===== src/rtl/core/bsa_pkg.sv =====
package bsa_pkg;

  localparam int SLOT_COUNT_DEF  = 32;
  localparam int QUEUE_DEPTH_DEF = 2;

  localparam int ADDR_W   = 32;
  localparam int PAGE_W   = 21;
  localparam int CFG_IDX_W = 2;

  // Register reset values
  localparam logic [ADDR_W-1:0] WINDOW_BASE_RST = 32'h4000_0000;
  localparam logic [ADDR_W-1:0] WINDOW_END_RST  = 32'h5000_0000;
  localparam logic [ADDR_W-1:0] USER_TOTAL_RST  = 32'(213 * 1024 * 1024);

  // Page sizes, as reported and as alignment masks
  localparam logic [PAGE_W-1:0] PAGE_SMALL_BYTES = 21'h01_0000;
  localparam logic [PAGE_W-1:0] PAGE_LARGE_BYTES = 21'h10_0000;
  localparam logic [ADDR_W-1:0] PAGE_SMALL_MASK  = 32'h0000_FFFF;
  localparam logic [ADDR_W-1:0] PAGE_LARGE_MASK  = 32'h000F_FFFF;

  typedef enum logic [1:0] {
    OP_ALLOC   = 2'd0,
    OP_RESERVE = 2'd1,
    OP_FREE    = 2'd2,
    OP_QUERY   = 2'd3
  } op_t;

  typedef enum logic [1:0] {
    ST_OK      = 2'd0,
    ST_INVALID = 2'd1,
    ST_NOMEM   = 2'd2
  } status_t;

  typedef enum logic [CFG_IDX_W-1:0] {
    CFG_WINDOW_BASE = 2'd0,
    CFG_WINDOW_END  = 2'd1,
    CFG_USER_TOTAL  = 2'd2
  } cfg_idx_t;

  typedef struct packed {
    logic [1:0]        op;
    logic [ADDR_W-1:0] request_size;
    logic              large_pages;
    logic [4:0]        align_shift;
    logic [ADDR_W-1:0] target_address;
  } in_item_t;

  typedef struct packed {
    logic [1:0]        status;
    logic [ADDR_W-1:0] granted_address;
    logic [PAGE_W-1:0] page_bytes;
    logic [ADDR_W-1:0] available_bytes;
  } out_item_t;

  // Classified request as it waits for the back end
  typedef struct packed {
    op_t               op;
    logic [ADDR_W-1:0] size;
    logic [ADDR_W-1:0] align_mask;
    logic              big_page;
    logic [ADDR_W-1:0] target;
  } work_t;

  typedef struct packed {
    logic                 we;
    logic [CFG_IDX_W-1:0] index;
    logic [ADDR_W-1:0]    data;
  } cfg_wr_t;

endpackage


===== src/rtl/core/bsa_front.sv =====
module bsa_front (
  input  logic             start,
  input  bsa_pkg::in_item_t in_item,
  input  logic             q_full,
  output logic             busy,
  output logic             push,
  output bsa_pkg::work_t   work
);
  import bsa_pkg::*;

  assign busy = q_full;
  assign push = start && !q_full;

  // Classify the op and turn its page or alignment choice into a mask
  always_comb begin
    work.op       = op_t'(in_item.op);
    work.size     = in_item.request_size;
    work.big_page = in_item.large_pages;
    work.target   = in_item.target_address;
    case (op_t'(in_item.op))
      OP_ALLOC: begin
        work.align_mask = in_item.large_pages ? PAGE_LARGE_MASK : PAGE_SMALL_MASK;
      end
      OP_RESERVE: begin
        if (in_item.align_shift == 5'd0) begin
          work.align_mask = PAGE_SMALL_MASK;
        end else begin
          work.align_mask = (ADDR_W'(1) << in_item.align_shift) - ADDR_W'(1);
        end
      end
      default: begin
        work.align_mask = '0;
      end
    endcase
  end

endmodule


===== config.mk =====
export PLATFORM = sky130hd
export DESIGN_NAME = bsa_front
export DESIGN_NICKNAME = d
export VERILOG_FILES = /design/src/rtl/core/bsa_pkg.sv /design/src/rtl/core/bsa_front.sv
export SDC_FILE = /design/constraint.sdc
export NUM_CORES = 1
export LEC_CHECK = 0
export ABC_AREA = 0
export BUFFER_PORTS_ARGS = -buffer_cell sky130_fd_sc_hd__buf_2
export CAP_MARGIN = 0
export CORE_ASPECT_RATIO = 0.75
export CORE_MARGIN = 3
export CORE_UTILIZATION = 35
export DETAILED_ROUTE_END_ITERATION = 16
export GPL_TIMING_DRIVEN = 0
export MAX_ROUTING_LAYER = met4
export PLACE_DENSITY = 0.9
export REMOVE_ABC_BUFFERS = 1
export SLEW_MARGIN = 0
export SYNTH_ARGS = -nofsm -noshare
export SYNTH_HDL_FRONTEND = slang
export SYNTH_SLANG_ARGS = --single-unit

===== constraint.sdc =====
create_clock -name vclk -period 5.5
set_input_delay 1.1 -clock vclk [all_inputs]
set_output_delay 1.1 -clock vclk [all_outputs]
set_load 0.02 [all_outputs]

* Yosys cells after proc, flatten, opt, wreduce, memory -nomap -nowiden
Cells that the tools add are included.
** Operators by class
- Add/sub/neg operators :: 1
- Equality and inequality tests :: 1
- Shift-type cells :: 1
- Multiplexer cells :: 3
- Reductions and logical operators :: 4
** Operator list (count)
- one-hot mux 32 bit (2 select lines) :: 1
- two-way mux 32 bit :: 1
- << shifter 1 x 5 -> 32 bit (first input constant) :: 1
- subtractor 32 x 2 -> 32 bit (second input constant) :: 1
- two-way mux 20 bit :: 1
- logical NOT 5 bit :: 1
- equality test 2 x 1 -> 1 bit (second input constant) :: 1
- logical NOT 2 bit :: 1
- logical AND 1 bit :: 1
- logical NOT 1 bit :: 1
** Storage, ports and cells
- Input bits :: 74
- Output and inout port bits :: 101
- Flip-flop bits (word level) :: 0
- Word-level logic and storage cells :: 10

* Longest topological paths before layout
- Depth in word-level cells :: 4
- Gate-level depth with buffers :: 11
- Depth with buffers taken out :: 7

* Least setup slack after synthesis
Ideal clock, no wire load.
- Kind :: input to output
- Start point :: input port in_item[35] in the netlist's numbering
- End point :: output port work[51] in the netlist's numbering
- Setup slack :: 892 ps
- Arrival time :: 3508 ps
- Stages on the path :: 8
- Buffers on the path :: 1
- Data required time :: 4400 ps
- Cells stage by stage :: or4_4 -> or2_1 -> ha_1 -> clkbuf_1 -> nor3b_1 -> mux2_2 -> a21oi_1 -> a211oi_1
** RTL lines
- start: declaration :: line bsa_front.sv:3 : input bsa_pkg::in_item_t in_item,
- end: declaration :: line bsa_front.sv:7 : output bsa_pkg::work_t work

==> out/qor.csv <==
metric,value,unit
worst-path cell with the longest stage delay,sky130_fd_sc_hd__nor3b_1,
largest net degree at the start of global routing,28,
Min-Delay Path Class,input pin to primary output,
sequential cell area,0,um^2
synth warn,0,
floorplan die area,4418,um^2
first-pass detailed-route iteration total,5,
Routed Antenna Nets,0,
Hold EP,work[28],
fin nets,239,
total number of sequential cells,0,
width of the chip,75.76,um
final weighted congestion of routability-driven global placement,1.038,
number of buffer and inverter instances along the worst setup path,2,
final design instance area without fill,991.0,um^2
vertical extent of the die,58.32,um
# DRC,0,
Core Footprint,3401,um^2
part of the power in registers,0,%
via count,1302,
leakage,0.0004430,uW
summed negative setup slack over all endpoints,0,ns
total routing resource utilization after global routing,34.47,%
fraction of final layout cells with drive strength greater than 1,34.57,%
P per Cell Area,91.32,nW/um^2
instance area after placement,991.0,um^2
signal arrival time at the worst endpoint,4.09,ns
Syn Std Cell Area,1277,um^2
Hold Crit Start,in_item[28],
stage delay of the slowest cell on the critical path,0.68,ns
PostCTS Resize Cnt,0,
buffers added on ports,46,
cell count of the worst hold path,0,
number of top-level pins,175,
Max Clock Freq,0.1926,GHz
crit-path cells,buf_2 -> or4_4 -> or2_1 -> ha_1 -> nor3b_1 -> mux2_2 -> nand2_1 -> a211oi_1 -> buf_2,
via count normalized by instance count,6.142,
Rel. slew slack,53.05,%
number of global-route vias before repair,1109,
Switch Pwr,61.22,uW
critical path class,input pin to primary output,
setup violation total in the final timing report,0,
Hold Buf Count CTS,0,
switching part of the total,67.66,%
Worst path most repeated cell,sky130_fd_sc_hd__buf_2,
endpoint kind of the worst setup timing path,primary output,
half-perimeter wire length after placement,6875,um
number of distinct library cells after synthesis,44,
number of max-cap violations,0,
Post-Syn Area per Cell,6.419,um^2
share of total power in combinational logic,100.0,%
synthesized instance count,199,
RSZ-0062 raised after global routing,false,
antenna fix cells,0,
total wirelength of the detailed-routed design,7900,um
maximum fanout count along the critical path,21,
clock buffers,0,
antenna violations before repair,0,
total power,90.49,uW
initial DRC count,132,
kind of cell adding the most delay to the critical path,simple AND/OR/NAND/NOR gates,
CP Data Required Time,4.40,ns
Final min period,5.191,ns
portion of total power attributed to the clock network,0,%
effective utilization at floorplan,37.56,%
count of filler cells inserted in the layout,398,
peak ir drop on the vdd network,0.02526,mV
Worst Max-Slew Pin Slew,0.7028,ns
share of synthesized area occupied by flip-flops and latches,0,%
result of the run,completed,
final cycle utilization of the critical path,94.39,%
wire length of the first global-routing pass,9804,um
routed length per placed instance,37.26,um
num rows,18,
count of final hold-check violations,0,
area added between synthesis and finish,-22.43,%
nature of the critical path startpoint,input pin,
number of setup buffers added after CTS,0,
total gr overflow,0,
Pint,29.27,uW
number of pins with negative max-slew slack in the final report,0,
==> worst max path at each step <==
stage / start / end / slack (ns) / cells after the start
2_1_floorplan: in_item[35] / work[51] / 0.86 / 7
3_3_place_gp: in_item[35] / work[51] / 0.30 / 9
3_5_place_dp: in_item[35] / work[51] / 0.35 / 9
4_1_cts: in_item[35] / work[51] / 0.35 / 9
5_1_grt: in_item[35] / work[51] / 0.12 / 9
6_report: in_item[35] / work[53] / 0.31 / 9
==> power groups by stage <==
stage	registers, uW	clock network, uW	logic, uW
finish	0	0	90.5
global route	0	0	97.7
CTS	0	0	88.9
detailed placement	0	0	88.5
global placement	0	0	88.6
floorplan	0	0	50.8
==> cell usage in the layout, fill, tap and decap left out, drive strengths merged, types with 2 or more instances in the layout <==
cell / n
o211ai: 2
inv: 2
or4: 2
a211oi: 3
and3: 3
a32oi: 2
a31oi: 7
nor2b: 3
o21ai: 9
nor2: 13
nor3: 6
nor4: 2
and2: 8
nand2: 11
nand3: 2
a22oi: 3
a21oi: 12
or2: 4
a21o: 2
buf: 46
mux2: 4
o22ai: 3
==> per-layer routing <==
| metal | global-route usage [%] | routed length (um) | up-vias |
|---|---|---|---|
| met1 | 28.91 | 2155 | 569 |
| li1 | - | - | 546 |
| met3 | 39.93 | 2034 | 22 |
| met2 | 49.02 | 3420 | 165 |
| met5 | - | 0 | - |
| met4 | 10.22 | 291 | 0 |
==> kinds of logic (layout without fill, tap and decap cells) <==
| family | count (synthesis) | after routing | synth area share (%) |
|---|---|---|---|
| buffers and inverters | 85 | 48 | 45.94 |
| and+or+nand+nor | 58 | 58 | 23.90 |
| xor gates and xnor gates | 1 | 1 | 0.6857 |
| other | 1 | 1 | 0.2935 |
| adders and majority gates | 1 | 1 | 0.9793 |
| AOI/OAI and AO/OA | 48 | 48 | 23.90 |
| muxes | 5 | 5 | 4.309 |
==> cells in the mapped netlist, drive strengths merged (3+ instances only) <==
cell	instances	area, um^2
buf	73	541.8
nor2	13	48.80
a21oi	12	63.81
nand2	11	41.29
clkbuf	10	37.54
o21ai	9	45.04
and2	8	52.55
a31oi	7	43.79
nor3	6	30.03
mux2	4	45.04
or2	4	25.03
a211oi	3	22.52
a22oi	3	22.52
and3	3	18.77
nor2b	3	18.77
o22ai	3	18.77
==> area by class of cell <==
type | count | area, um^2 | share of cell area (%)
inverters | 2 | 7.507 | 0.7576
well taps | 50 | 62.56 | 6.313
repair buffers | 46 | 230.2 | 23.23
multi-input cells | 114 | 690.7 | 69.70
==> through the flow <==
step	worst slack [ns]	utilization [%]	hold WS, ns	instances
after global placement	0.2988	29.14	2.201	212
after floorplan	0.8570	-	2.200	116
final	0.3085	29.14	2.200	212
after CTS	0.3505	29.14	2.201	212
after global routing	0.1160	29.14	2.200	212
after detailed placement	0.3543	29.14	2.201	212
Power figures use the tool's default switching activity.
