[config.mk]
export PLATFORM = sky130hd
export DESIGN_NAME = bsa_queue
export DESIGN_NICKNAME = d
export VERILOG_FILES = /design/src/rtl/core/bsa_pkg.sv /design/src/rtl/core/bsa_queue.sv
export SDC_FILE = /design/constraint.sdc
export NUM_CORES = 1
export LEC_CHECK = 0
export BUFFER_PORTS_ARGS = -buffer_cell sky130_fd_sc_hd__buf_2
export CAP_MARGIN = 20
export CORE_AREA = 2 2 139 141
export DETAILED_ROUTE_END_ITERATION = 6
export DIE_AREA = 0 0 141 143
export GPL_ROUTABILITY_DRIVEN = 1
export PLACE_DENSITY = 0.66
export SLEW_MARGIN = 20
export SYNTH_ARGS = -nofsm -noshare
export SYNTH_HDL_FRONTEND = slang
export SYNTH_SLANG_ARGS = --single-unit
[constraint.sdc]
create_clock -name clk -period 7.52 [get_ports clk]
set_clock_uncertainty 0.2 [all_clocks]
set_input_delay 0 -clock clk [delete_from_list [all_inputs] [get_ports clk]]
set_output_delay 0 -clock clk [all_outputs]
set_load 0.05 [all_outputs]
[src/rtl/core/bsa_pkg.sv]
package bsa_pkg;

  localparam int SLOT_COUNT_DEF  = 32;
  localparam int QUEUE_DEPTH_DEF = 2;

  localparam int ADDR_W   = 32;
  localparam int PAGE_W   = 21;
  localparam int CFG_IDX_W = 2;

  // Register reset values
  localparam logic [ADDR_W-1:0] WINDOW_BASE_RST = 32'h4000_0000;
  localparam logic [ADDR_W-1:0] WINDOW_END_RST  = 32'h5000_0000;
  localparam logic [ADDR_W-1:0] USER_TOTAL_RST  = 32'(213 * 1024 * 1024);

  // Page sizes, as reported and as alignment masks
  localparam logic [PAGE_W-1:0] PAGE_SMALL_BYTES = 21'h01_0000;
  localparam logic [PAGE_W-1:0] PAGE_LARGE_BYTES = 21'h10_0000;
  localparam logic [ADDR_W-1:0] PAGE_SMALL_MASK  = 32'h0000_FFFF;
  localparam logic [ADDR_W-1:0] PAGE_LARGE_MASK  = 32'h000F_FFFF;

  typedef enum logic [1:0] {
    OP_ALLOC   = 2'd0,
    OP_RESERVE = 2'd1,
    OP_FREE    = 2'd2,
    OP_QUERY   = 2'd3
  } op_t;

  typedef enum logic [1:0] {
    ST_OK      = 2'd0,
    ST_INVALID = 2'd1,
    ST_NOMEM   = 2'd2
  } status_t;

  typedef enum logic [CFG_IDX_W-1:0] {
    CFG_WINDOW_BASE = 2'd0,
    CFG_WINDOW_END  = 2'd1,
    CFG_USER_TOTAL  = 2'd2
  } cfg_idx_t;

  typedef struct packed {
    logic [1:0]        op;
    logic [ADDR_W-1:0] request_size;
    logic              large_pages;
    logic [4:0]        align_shift;
    logic [ADDR_W-1:0] target_address;
  } in_item_t;

  typedef struct packed {
    logic [1:0]        status;
    logic [ADDR_W-1:0] granted_address;
    logic [PAGE_W-1:0] page_bytes;
    logic [ADDR_W-1:0] available_bytes;
  } out_item_t;

  // Classified request as it waits for the back end
  typedef struct packed {
    op_t               op;
    logic [ADDR_W-1:0] size;
    logic [ADDR_W-1:0] align_mask;
    logic              big_page;
    logic [ADDR_W-1:0] target;
  } work_t;

  typedef struct packed {
    logic                 we;
    logic [CFG_IDX_W-1:0] index;
    logic [ADDR_W-1:0]    data;
  } cfg_wr_t;

endpackage

[src/rtl/core/bsa_queue.sv]
module bsa_queue #(
  parameter int DEPTH = bsa_pkg::QUEUE_DEPTH_DEF
) (
  input  logic           clk,
  input  logic           rst_n,
  input  logic           push,
  input  bsa_pkg::work_t push_item,
  output logic           full,
  input  logic           pop,
  output logic           valid,
  output bsa_pkg::work_t head
);
  import bsa_pkg::*;

  localparam int PTR_W = (DEPTH > 1) ? $clog2(DEPTH) : 1;
  localparam int CNT_W = $clog2(DEPTH + 1);

  work_t             entry_r [DEPTH];
  logic [PTR_W-1:0]  wr_ptr_r, wr_ptr_nxt;
  logic [PTR_W-1:0]  rd_ptr_r, rd_ptr_nxt;
  logic [CNT_W-1:0]  count_r, count_nxt;

  assign full  = (count_r == CNT_W'(DEPTH));
  assign valid = (count_r != '0);
  assign head  = entry_r[rd_ptr_r];

  always_comb begin
    wr_ptr_nxt = wr_ptr_r;
    rd_ptr_nxt = rd_ptr_r;
    count_nxt  = count_r;
    if (push) begin
      wr_ptr_nxt = (wr_ptr_r == PTR_W'(DEPTH - 1)) ? '0 : wr_ptr_r + PTR_W'(1);
    end
    if (pop) begin
      rd_ptr_nxt = (rd_ptr_r == PTR_W'(DEPTH - 1)) ? '0 : rd_ptr_r + PTR_W'(1);
    end
    if (push && !pop) begin
      count_nxt = count_r + CNT_W'(1);
    end else if (pop && !push) begin
      count_nxt = count_r - CNT_W'(1);
    end
  end

  always_ff @(posedge clk) begin
    if (!rst_n) begin
      wr_ptr_r <= '0;
      rd_ptr_r <= '0;
      count_r  <= '0;
    end else begin
      wr_ptr_r <= wr_ptr_nxt;
      rd_ptr_r <= rd_ptr_nxt;
      count_r  <= count_nxt;
    end
  end

  always_ff @(posedge clk) begin
    if (push) begin
      entry_r[wr_ptr_r] <= push_item;
    end
  end

  a_no_push_full: assert property (@(posedge clk) disable iff (!rst_n) push |-> !full)
    else $error("push into full queue");
  a_no_pop_empty: assert property (@(posedge clk) disable iff (!rst_n) pop |-> valid)
    else $error("pop from empty queue");

endmodule

# Yosys cells after proc, flatten, opt, wreduce, memory -nomap -nowiden
# Memories as Yosys holds them, arrays and structs flattened. A register that Yosys moved wholly into a read port is not among the register bits.
# Index checks and enable logic that the tools add are counted.
[totals]
memories = 1
mem_bits_rw = 198
elab_cells = 23
out_inout_bits = 101
register_bits = 4
input_bits = 103
[mem_list]
columns = ["memory", "words", "width", "rd", "rd_clocked_by_memory_dff", "write_ports", "line", "source"]
rows = [
  ["entry_r", 2, 99, 1, 1, 1, "bsa_queue.sv:18", "work_t entry_r [DEPTH];"],
]
[op_classes]
addsub = 4
n_reduce_logical = 6
eq_ne = 1
n_mux = 8
[op_table]
columns = ["operator", "n"]
rows = [
  ["1-bit two-way mux", 6],
  ["2-bit two-way mux", 2],
  ["2-bit nonzero test", 2],
  ["1-bit adder (second input constant)", 2],
  ["2-bit by 1-bit adder with 2-bit output (second input constant)", 1],
  ["2-bit == test (second input constant)", 1],
  ["1-bit logical AND", 2],
  ["1-bit zero test", 2],
  ["2-bit by 1-bit subtractor with 2-bit output (second input constant)", 1],
]

# Depth between registers and ports, before layout
[depth]
ltp_word = 4
mapped_depth = 5
depth_no_buf = 5

# Worst setup path before layout
# Ideal clock, no wire load.
[synth_path]
path_kind = "flip-flop to flip-flop"
start = "register wr_ptr_r"
end = "memory entry_r[0][0] (netlist name) (enable)"
required_time_ps = 6750
path_slack_ps = 2049
setup_time_ps = 570
n_path_buf = 0
period_less_slack_ps = 5471
t_arrival_ps = 4701
path_stages_with_launch = 2
cell_sequence = "dfxtp_1 -> nor2b_1"
[synth_lines]
columns = ["element", "line", "source"]
rows = [
  ["start, declared", "bsa_queue.sv:19", "logic [PTR_W-1:0] wr_ptr_r, wr_ptr_nxt;"],
  ["start signal, assigned", "bsa_queue.sv:50", "wr_ptr_r <= wr_ptr_nxt;"],
  ["end, declared", "bsa_queue.sv:18", ""],
]
# No word-level cell before the write port.

==> flow_summary_export.csv <==
group,metric,value,unit
run_status,status,"completed",
routing,met1_length,5907,um
setup_path,reg2reg_slack,5.20,ns
setup_path,cp-start-kind,"register",
routing,drt_pass1_iterations,4,
setup_path,path_max_fanout,52,
final_layout,fillers,1433,
sta,final_max_slew_viol_count,0,
grt,grt_pass1_vias,4628,
sta,finalCriticalPeriod,2.829,ns
routing,wl_per_cell,16.33,um
hold_path,min_delay_path_depth,2,
routing,wl_met2,7467,um
sta,timing.setup.tns,0,ns
synthesis,ys_warn_count,0,
power,power.density,271.2,nW/um^2
clock_tree,cts.clk_slew.worst_paths,0.06,ns
synthesis,yosysMostFrequentCell,"edfxtp_1",
final_layout,syn2layout_area_growth,40.93,%
sta,finalWorstSetupSlack,4.691,ns
sta,fmax,353.5,MHz
grt,grt_pass1_wl,22750,um
clock_tree,htreeDepth,1,
synthesis,synth_flop_cell,"edfxtp_1",
power,vdd_drop_max,0.0001539,V
sta,max-slew-margin-rel,47.36,%
power,power_leakage,0.003975,uW
flow_run,max-cap-violations,0,
routing,ant_nets,0,
synthesis,syn_inst,330,
clock_tree,cts_made_buffers,22,
floorplan,die_w,141,um
synthesis,synth_nets,434,
placement,gp_congestion,0.7046,
placement,port_buffers,203,
setup_path,arrival,2.63,ns
clock_tree,clock_path_buffers,3,
clock_tree,insertion_delay,0.48,ns
synthesis,syn-cell-area,7391,um^2
setup_path,path_cells,"buf_4, mux2_2, buf_2",
grt,grt_use_total,14.22,%
setup_path,reg2reg_from,"wr_ptr_r$_SDFFE_PN0P_",
final_layout,num-nets-final,757,
routing,vias,4204,
synthesis,async_reset_ff_share,0,%
sta,rsz0062_at_grt,"no",
routing,drc,0,
setup_path,cpPeakStageDelay,0.79,ns
setup_path,r2r_cells,2,
floorplan,core_area,18580,um^2
hold_path,min_path_type,"input port to register",
clock_tree,tritoncts,"yes",
clock_tree,cts-resized-gates,0,
sta,hold_violations,0,
setup_path,r2r-end,"entry_r[1][50]$_DFFE_PP_",
synthesis,synth_area_leaders,"edfxtp_1, mux2_2, mux2_4, dfxtp_1, buf_2",
setup_path,critPathCaptureType,"primary output",
sta,tightest_slew,0.7896,ns
setup_path,crit_slowest_cell,"dfxtp_4",
routing,wl,14760,um
floorplan,die_h,143,um
floorplan,std_cell_rows,50,
routing,via_per_inst,4.650,
synthesis,ys_ff_latch,203,
setup_path,critPathRequiredTime,7.32,ns
routing,highest_layer,"met4",
synthesis,synth_cell_types,17,
final_layout,drive_above_1_share,50.97,%
routing,drt_iter0_drc,184,
synthesis,synth_edf_count,198,
hold_path,hp-start,"push_item[78]",
grt,grt_max_degree,58,
placement,place_hpwl,8866,um
grt,globalRouteOverflowTotal,0,
grt,antenna_found_initial,1,
synthesis,yosysSeqAreaShare,81.80,%
synthesis,yosys-top-cells-count,"edfxtp_1, mux2_2, mux2_4, buf_2, dfxtp_1",
synthesis,synthDominantCellAreaShare,80.45,%
clock_tree,root_buffer,"clkbuf_16",
floorplan,start_util,39.78,%
floorplan,pin_count,204,
sta,setup_viol,0,
synthesis,synth_top_cell_by_area,"edfxtp_1",
hold_path,min_to,"entry_r[1][78]$_DFFE_PP_",
clock_tree,clock_sinks,203,
synthesis,syn_area_per_cell,22.40,um^2
sta,finalCritPeriodShare,37.62,%
placement,dp_slack,5.139,ns
floorplan,die-area,20160,um^2
setup_path,setup.worst_path.class,"register to primary output",
routing,route.met3.wl,1089,um
==> cells in the final DEF (no fill, tap or decap), types with 2 or more instances in the layout <==
| cell | instances |
|---|---|
| dlygate4sd3_1 | 103 |
| buf_4 | 4 |
| dfxtp_1 | 4 |
| nor2b_1 | 2 |
| clkinv_2 | 2 |
| edfxtp_1 | 198 |
| mux2_2 | 89 |
| mux2_4 | 10 |
| clkbuf_1 | 6 |
| clkinv_1 | 3 |
| clkbuf_8 | 4 |
| buf_2 | 203 |
| clkbuf_16 | 23 |
| xor2_1 | 2 |
| and2_1 | 3 |
==> what timing repair did <==
action	in CTS	in global routing
endpoints found under the hold margin	203	0
buffers inserted	0	0
hold buffers	103	0
==> layout make-up <==
type                       instances  area [um^2]  share of cell area, %
clock buffer                      33        653.1                  6.270
tap                              234        292.8                  2.811
clock inverter                     7        60.06                 0.5766
multi-input combinational        115         1277                  12.26
inverter                           1        3.754                0.03604
timing repair buffer             310         2077                  19.94
sequential                       203         6050                  58.08
antenna                            1        2.502                0.02402
==> critical path, delay by kind of cell (launching register included) <==
family	cells	cell delay [ns]
buf+inv	2	0.88
flops	1	0.79
mux	1	0.42
==> worst max path at each step <==
stage | start | to | slack [ns] | cells after the start
floorplan | wr_ptr_r$_SDFFE_PN0P_ | entry_r[0][0]$_DFFE_PP_ | 2.05 | 1
global placement | register | head[31] | 5.17 | 3
detailed placement | register | head[12] | 5.14 | 3
CTS | register | head[12] | 4.60 | 3
global route | register | head[40] | 4.51 | 3
finish | register | head[90] | 4.69 | 3
==> cell families (layout without fill, tap and decap cells) <==
| family | after synthesis | in the layout | share of synthesized area [%] |
|---|---|---|---|
| adder cells (fa/ha/maj) | 1 | 1 | 0.1693 |
| other | 0 | 1 | 0 |
| flip-flops | 203 | 203 | 81.80 |
| AND/OR/NAND/NOR | 9 | 9 | 0.7619 |
| XOR/XNOR | 3 | 3 | 0.3556 |
| buffers and inverters | 12 | 351 | 1.050 |
| multiplexers | 99 | 99 | 15.59 |
| AO/OA/AOI/OAI | 3 | 3 | 0.2709 |
==> registers in the layout, indices dropped and copies added, names as in the netlist, named ones only <==
name	cells
entry_r	198
count_r	2
rd_ptr_r	1
wr_ptr_r	1
==> per-stage QoR <==
stage          hold WS [ns]  total power (uW)  instance area, um^2  instances  util, %
2_1_floorplan       -0.1011              1673                 7391        330        -
3_3_place_gp       -0.01271              1767                 8670        760    46.66
3_5_place_dp      -0.008454              1775                 8670        760    46.66
4_1_cts            0.002400              2869                10410        903    56.05
5_1_grt             0.02075              2928                10410        903    56.05
6_report            0.02701              2825                10420        904    56.06
==> routing by layer <==
layer	track usage (%)	up-vias
met5	0	-
met4	4.526	0
met3	4.091	28
met2	25.78	160
met1	16.29	2057
li1	-	1959
==> report_power, final <==
part           switching, uW  total [uW]  internal, uW
registers               24.7        1330          1310
clock network            400        1030           633
logic                    302         459           157
total                    727        2830          2100
Note: power is estimated with default switching activity, not from simulation.
